**config.mk**
```make
export PLATFORM = sky130hd
export DESIGN_NAME = idle_gap_frame_assembler
export DESIGN_NICKNAME = d
export VERILOG_FILES = /design/src/rtl/core/igfa_pkg.sv /design/src/rtl/core/idle_gap_frame_assembler.sv /design/src/rtl/core/igfa_ram.sv
export SDC_FILE = /design/constraint.sdc
export NUM_CORES = 1
export LEC_CHECK = 0
export BUFFER_PORTS_ARGS = -buffer_cell sky130_fd_sc_hd__buf_2
export CAP_MARGIN = 20
export CORE_MARGIN = 2
export CORE_UTILIZATION = 30
export CTS_CLUSTER_DIAMETER = 30
export DETAILED_ROUTE_END_ITERATION = 8
export PLACE_DENSITY = 0.44
export SYNTH_ARGS = -nofsm -noshare
export SYNTH_HDL_FRONTEND = slang
export SYNTH_SLANG_ARGS = --single-unit
```
**constraint.sdc**
```tcl
create_clock -name clk -period 4.1 [get_ports clk]
set_input_delay 0.41 -clock clk [delete_from_list [all_inputs] [get_ports clk]]
set_output_delay 0.41 -clock clk [all_outputs]
set_load 0.01 [all_outputs]
```
**src/rtl/core/igfa_pkg.sv**
```systemverilog
// ----------------------------------------------------------------------------
// igfa_pkg
// Shared types and constants of the idle-gap frame assembler.
// ----------------------------------------------------------------------------
package igfa_pkg;

	localparam int BUFFER_DEPTH = 64;
	localparam int ADDR_W       = (BUFFER_DEPTH > 1) ? $clog2(BUFFER_DEPTH) : 1;
	localparam int CNT_W        = $clog2(BUFFER_DEPTH + 1);
	localparam int BYTE_W       = 8;
	localparam int GAP_W        = 8;
	localparam int INDEX_W      = 6;
	localparam int LENGTH_W     = 7;

	localparam logic [GAP_W-1:0] GAP_RESET = GAP_W'(5);

	typedef enum logic [1:0] {
		OP_BYTE    = 2'd0,
		OP_TICK    = 2'd1,
		OP_READ    = 2'd2,
		OP_RELEASE = 2'd3
	} opcode_t;

	typedef struct packed {
		opcode_t             opcode;
		logic [BYTE_W-1:0]   rx_byte;
		logic [INDEX_W-1:0]  read_index;
	} item_t;

	typedef struct packed {
		logic                frame_ready;
		logic [LENGTH_W-1:0] frame_length;
		logic [BYTE_W-1:0]   read_data;
		logic                overflow_discard;
		logic                byte_ignored;
	} result_t;

endpackage

```
**src/rtl/core/idle_gap_frame_assembler.sv**
```systemverilog
// ----------------------------------------------------------------------------
// idle_gap_frame_assembler
// Gathers received bytes into a frame buffer and closes the frame after an
// idle gap of timebase ticks.
// ----------------------------------------------------------------------------
// Takes one event per clock and returns one result beat per event, in the cycle
// after the event is taken; the delay is the registered read port of the
// frame buffer RAM, whose read data lands in the output register. A stalled
// result holds the input off only while that single output register is full
// and not being drained. The buffer needs no clearing after reset: reads at
// or beyond the current length return zero, so unwritten entries never show.
module idle_gap_frame_assembler (
	input  logic                      clk,
	input  logic                      arst_n,
	input  logic                      item_valid,
	output logic                      item_ready,
	input  igfa_pkg::item_t           item,
	output logic                      result_valid,
	input  logic                      result_ready,
	output igfa_pkg::result_t         result,
	input  logic                      cfg_wr_en,
	input  logic [igfa_pkg::GAP_W-1:0] cfg_wr_data
);
	import igfa_pkg::*;

	logic [CNT_W-1:0]  cnt_q, cnt_d;
	logic [GAP_W-1:0]  gap_q, gap_d, gap_inc;
	logic              rdy_q, rdy_d;
	logic [GAP_W-1:0]  gap_thr_q;

	logic              valid_s1;
	logic              rdy_s1;
	logic [CNT_W-1:0]  cnt_s1;
	logic              ovf_s1;
	logic              ign_s1;
	logic              hit_s1;

	logic              accept;
	logic              mem_we;
	logic              mem_re;
	logic              ovf, ign, hit;
	logic [BYTE_W-1:0] rd_data;

	assign item_ready = !valid_s1 || result_ready;
	assign accept     = item_valid && item_ready;

	// event decode
	always_comb begin
		cnt_d   = cnt_q;
		gap_d   = gap_q;
		rdy_d   = rdy_q;
		mem_we  = 1'b0;
		ovf     = 1'b0;
		ign     = 1'b0;
		hit     = 1'b0;
		gap_inc = (gap_q < gap_thr_q) ? gap_q + GAP_W'(1) : gap_q;
		case (item.opcode)
			OP_BYTE: begin
				if (rdy_q) begin
					ign = 1'b1;
				end else if (cnt_q < CNT_W'(BUFFER_DEPTH)) begin
					mem_we = 1'b1;
					gap_d  = '0;
					cnt_d  = cnt_q + CNT_W'(1);
				end else begin
					cnt_d = '0;
					gap_d = '0;
					rdy_d = 1'b0;
					ovf   = 1'b1;
				end
			end
			OP_TICK: begin
				if (!rdy_q) begin
					gap_d = gap_inc;
					if (gap_inc >= gap_thr_q && cnt_q != '0) begin
						rdy_d = 1'b1;
					end
				end
			end
			OP_READ: begin
				hit = (CNT_W + INDEX_W)'(item.read_index) < (CNT_W + INDEX_W)'(cnt_q);
			end
			OP_RELEASE: begin
				cnt_d = '0;
				gap_d = '0;
				rdy_d = 1'b0;
			end
			default: begin
				cnt_d = cnt_q;
			end
		endcase
	end

	assign mem_re = accept && (item.opcode == OP_READ);

	igfa_ram #(
		.DEPTH(BUFFER_DEPTH),
		.WIDTH(BYTE_W)
	) u_buf (
		.clk     (clk),
		.wr_en   (accept && mem_we),
		.wr_addr (cnt_q[ADDR_W-1:0]),
		.wr_data (item.rx_byte),
		.rd_en   (mem_re),
		.rd_addr (item.read_index[ADDR_W-1:0]),
		.rd_data (rd_data)
	);

	always_ff @(posedge clk or negedge arst_n) begin
		if (!arst_n) begin
			cnt_q     <= '0;
			gap_q     <= '0;
			rdy_q     <= 1'b0;
			gap_thr_q <= GAP_RESET;
		end else begin
			if (cfg_wr_en) begin
				gap_thr_q <= cfg_wr_data;
			end
			if (accept) begin
				cnt_q <= cnt_d;
				gap_q <= gap_d;
				rdy_q <= rdy_d;
			end
		end
	end

	always_ff @(posedge clk or negedge arst_n) begin
		if (!arst_n) begin
			valid_s1 <= 1'b0;
		end else if (item_ready) begin
			valid_s1 <= item_valid;
		end
	end

	always_ff @(posedge clk) begin
		if (accept) begin
			rdy_s1 <= rdy_d;
			cnt_s1 <= cnt_d;
			ovf_s1 <= ovf;
			ign_s1 <= ign;
			hit_s1 <= hit;
		end
	end

	assign result_valid            = valid_s1;
	assign result.frame_ready      = rdy_s1;
	assign result.frame_length     = LENGTH_W'(cnt_s1);
	assign result.read_data        = hit_s1 ? rd_data : '0;
	assign result.overflow_discard = ovf_s1;
	assign result.byte_ignored     = ign_s1;

	a_cnt_bound: assert property (@(posedge clk) disable iff (!arst_n)
		cnt_q <= CNT_W'(BUFFER_DEPTH))
		else $error("frame length beyond buffer depth");

	a_ready_nonempty: assert property (@(posedge clk) disable iff (!arst_n)
		rdy_q |-> cnt_q != '0)
		else $error("frame ready with empty buffer");

	a_no_write_held: assert property (@(posedge clk) disable iff (!arst_n)
		(accept && mem_we) |-> !rdy_q)
		else $error("buffer written while frame held");

	a_release_clears: assert property (@(posedge clk) disable iff (!arst_n)
		(accept && item.opcode == OP_RELEASE) |=> (cnt_q == '0 && !rdy_q && gap_q == '0))
		else $error("release did not empty the frame");

endmodule

```
**src/rtl/core/igfa_ram.sv**
```systemverilog
// ----------------------------------------------------------------------------
// igfa_ram
// Simple dual-port RAM: one write port, one read port with registered data.
// ----------------------------------------------------------------------------
module igfa_ram #(
	parameter int DEPTH = 64,
	parameter int WIDTH = 8,
	localparam int AW   = (DEPTH > 1) ? $clog2(DEPTH) : 1
) (
	input  logic             clk,
	input  logic             wr_en,
	input  logic [AW-1:0]    wr_addr,
	input  logic [WIDTH-1:0] wr_data,
	input  logic             rd_en,
	input  logic [AW-1:0]    rd_addr,
	output logic [WIDTH-1:0] rd_data
);

	logic [WIDTH-1:0] mem [DEPTH];

	always_ff @(posedge clk) begin
		if (wr_en) begin
			mem[wr_addr] <= wr_data;
		end
	end

	always_ff @(posedge clk) begin
		if (rd_en) begin
			rd_data <= mem[rd_addr];
		end
	end

endmodule
```
==> out/qor.log <==
[critical_path] Worst path most repeated cell ha_1
[clock_tree] Bufs on Longest Clock Path 3
[synth] Yosys warning total 0
[drt] via/cell ratio 4.90
[critical_path] crit path kind flip-flop to flip-flop
[hold_path] Min-Delay Path Class primary input to flip-flop
[critical_path] ordered cell list for the critical path ha_1, a21o_1, a211oi_1, o21ba_2, and4_1, xor2_1, ha_1, a21oi_1, o21a_1, o21ai_0, a31oi_1, nor2_1
[global_routing] antenna violations before repair 1
[synth] number of enable-type register cells in the synthesized netlist 531
[drt] antenna-violating nets left 0
[place] worst slack at placement 0.814 ns
[place] number of buffer cells added on primary ports 48
[power] post-layout total power 17.5 mW
[critical_path] arrival time at the worst endpoint 3.74 ns
[clock_tree] clock latency on the worst-skew pair 0.69 ns
[layout] area added between synthesis and finish 28.9%
[sta] Slew headroom 30.6%
[critical_path] slowest stage delay, CP 0.43 ns
[synth] nets in the synthesized netlist 1227
[synth] average cell area after synthesis 19.2 µm²
[floorplan] starting density of the core 30.2%
[drt] via count 12100
[clock_tree] TritonCTS sink count 556
[clock_tree] htree depth 4
[synth] flops & latches, synth 556
[sta] Hold Violations, Final 0
[global_routing] gr ovfl total 0
[synth] library cells used by synthesis 57
[clock_tree] post-CTS sizing 0
[synth] share of flip-flops with an asynchronous set or reset 4.50%
[clock_tree] clock root cell clkbuf_16
[synth] sequential cell area fraction in the yosys report 73.9%
[global_routing] via count of the first global-routing pass 12800
[global_routing] global-route wire length before repair 87200 µm
[synth] Post-Syn Instances 1171
[drt] routed wire length 59300 µm
[critical_path] crit start category flip-flop
[drt] Routed wire per std cell 24.0 µm
[sta] final worst clock skew 0.0258 ns
[layout] area of the multi-input gates 5430 µm²
[layout] Final #Nets 1450
[global_routing] largest net degree at the start of global routing 55
[critical_path] cell type of the slowest stage on the worst timing path dfrtp_1
[floorplan] standard cell core area 74200 µm²
[synth] area of the mapped netlist 22400 µm²
[hold_path] cell count of the worst hold path 3
[power] P_leak 9.92 nW
[floorplan] horizontal die dimension 277 µm
[sta] final worst path period need 3.31 ns
[sta] number of pins with negative max-slew slack in the final report 0
[sta] Final WS setup 0.790 ns
[critical_path] Buffers & Inverters on Critical Path 0
[drt] total DRC errors in the routed layout 0
[sta] total negative slack 0 ns
[drt] DRT Pass-1 Iters 7
[clock_tree] number of buffers added by the clock tree synthesis step 132
[place] Post-DP HPWL 37000 µm
[critical_path] path length in cells of the critical path 12
[critical_path] crit-path max FO 17
[floorplan] Die Outline Area 77000 µm²
[status] status finished, final reports clean
[critical_path] largest delay contributor family on the critical path compound AO/OA/AOI/OAI gates
[sta] portion of the clock cycle consumed by the worst path in the final layout 80.7%
[critical_path] Worst Setup End Kind flip-flop
[layout] Antenna diodes 0
[critical_path] Register-to-Register Path Depth 12
[place] final RePlAce weighted congestion 0.796
[layout] # fillers 6749
[layout] sequential cell area 16600 µm²
[power] PD cells 605 nW/µm²
[sta] fmax 302 MHz
[sta] worst slew pin tran 1.04 ns
[layout] share of final-layout standard cells stronger than drive strength 1 32.2%
[run] max-capacitance violation count 0
[floorplan] # IOs 49
[clock_tree] TritonCTS clock tree yes
[global_routing] global router's overall resource usage 15.7%
[power] worst supply voltage drop on vdd 0.391 mV
[sta] unrepaired setup endpoints after global routing false
[clock_tree] clk slew on worst S/H paths 0.04 ns
[sta] final setup vio count 0
[floorplan] die height 277 µm
[drt] number of DRC violations after detailed-routing iteration 0 1003
[synth] commonest register cell after synthesis edfxtp_1
[floorplan] floorplan row count 100
[critical_path] Worst EP required 4.53 ns
## final cells by class
| class | instances | share of cell area (%) |
|---|---|---|
| repair buffers | 150 | 3.74 |
| clock inverters | 88 | 3.49 |
| multi-input cells | 529 | 18.8 |
| clock buffers | 153 | 12.1 |
| inverters | 25 | 0.325 |
| well taps | 969 | 4.19 |
| flip-flops and latches | 556 | 57.3 |
## power by group
part,internal [mW],switching (mW)
Sequential,6.28,0.0306
Combinational,0.259,0.420
Clock,7.28,3.22
## sequential cells by signal, indices dropped and copies added (netlist names)
register       flops
u_buf.mem        512
gap_q              8
gap_thr_q          8
u_buf.rd_data      8
cnt_q              7
cnt_s1             7
hit_s1             1
ign_s1             1
ovf_s1             1
rdy_q              1
rdy_s1             1
result_valid       1
## worst min-delay path, delay by kind of cell
| kind | cells | cell delay, ns |
|---|---|---|
| buffers and inverters | 1 | 0.17 |
| AOI/OAI and AO/OA | 1 | 0.07 |
| and+or+nand+nor | 1 | 0.07 |
## metrics by stage
stage | instances | utilization, % | instance area [µm²] | hold WS [ns]
final | 2470 | 39.0 | 28900 | 0.0641
after floorplan | 1171 | - | 22400 | 0.114
after detailed placement | 2219 | 32.7 | 24300 | 0.476
after global routing | 2470 | 39.0 | 28900 | 0.0915
after CTS | 2470 | 39.0 | 28900 | 0.0206
after global placement | 2219 | 32.7 | 24300 | 0.473
## cells in the mapped netlist, types with 6 or more instances
cell type / number / share of area [%]
and2_1: 13 / 0.36
buf_2: 13 / 0.29
buf_1: 7 / 0.12
inv_1: 23 / 0.38
a221oi_1: 8 / 0.31
mux2i_1: 10 / 0.45
nor2_1: 91 / 1.5
buf_4: 9 / 0.30
ha_1: 27 / 1.5
nand2b_1: 10 / 0.28
nand2_1: 28 / 0.47
o21ai_0: 44 / 0.98
o22ai_1: 15 / 0.42
mux4_2: 125 / 13
clkbuf_1: 25 / 0.42
a211oi_1: 8 / 0.27
a21oi_1: 17 / 0.38
nor2b_1: 14 / 0.39
a31oi_1: 11 / 0.31
xnor2_1: 6 / 0.23
dfrtp_1: 23 / 2.6
nand3_1: 21 / 0.47
edfxtp_1: 531 / 71
a22o_1: 9 / 0.35
## layer usage
metal / vias to the layer above / GRT usage, % / wire, µm
met4: 0 / 5.11 / 1050
met1: 6427 / 21.0 / 26800
li1: 5293 / - / -
met3: 82 / 3.96 / 2730
met5: - / 0 / 0
met2: 298 / 25.0 / 28700
## cells in the final DEF (no fill, tap or decap), types with 6 or more instances in the layout
master and instances:
nor2_1 91, o21ai_0 44, inv_1 23, dlygate4sd3_1 10, nand2b_1 10, a211oi_1 8
clkinv_1 21, clkbuf_16 137, a31oi_1 11, ha_1 27, xnor2_1 6, clkbuf_1 14
nor2b_1 14, mux2i_1 10, buf_2 45, nand3_1 21, a221oi_1 8, bufinv_16 19
clkinv_2 27, buf_4 91, mux4_2 125, a21oi_1 17, nand2_1 28, clkinvlp_4 8
dfrtp_1 23, a22o_1 9, edfxtp_1 531, o22ai_1 15, and2_1 13
## worst paths after layout
path                              start           end  slack (ns)
max in group asynchronous        arst_n      cnt_q[1]        3.42
hold / removal                cfg_wr_en  gap_thr_q[2]        0.06
hold reg to reg            gap_thr_q[2]  gap_thr_q[2]        0.55
min in group asynchronous        arst_n  gap_thr_q[1]        0.28
setup reg to reg               gap_q[1]        rdy_s1        0.79
setup / recovery               gap_q[1]        rdy_s1        0.79
## timing repair
action | 4_1_cts | 5_1_grt
hold endpoints to repair | 32 | 0
buffers inserted | 0 | 0
hold buffers | 10 | 0
## cells by family after synthesis
kind of cell,count (synthesis),share of synthesized area (%)
AND/OR/NAND/NOR,201,4.18
multiplexers,144,13.8
adder cells (fa/ha/maj),27,1.51
AO/OA/AOI/OAI,150,4.46
flip-flops,556,73.9
buffers and inverters,86,1.91
XOR/XNOR,7,0.273
Note: power is estimated with default switching activity, not from simulation.
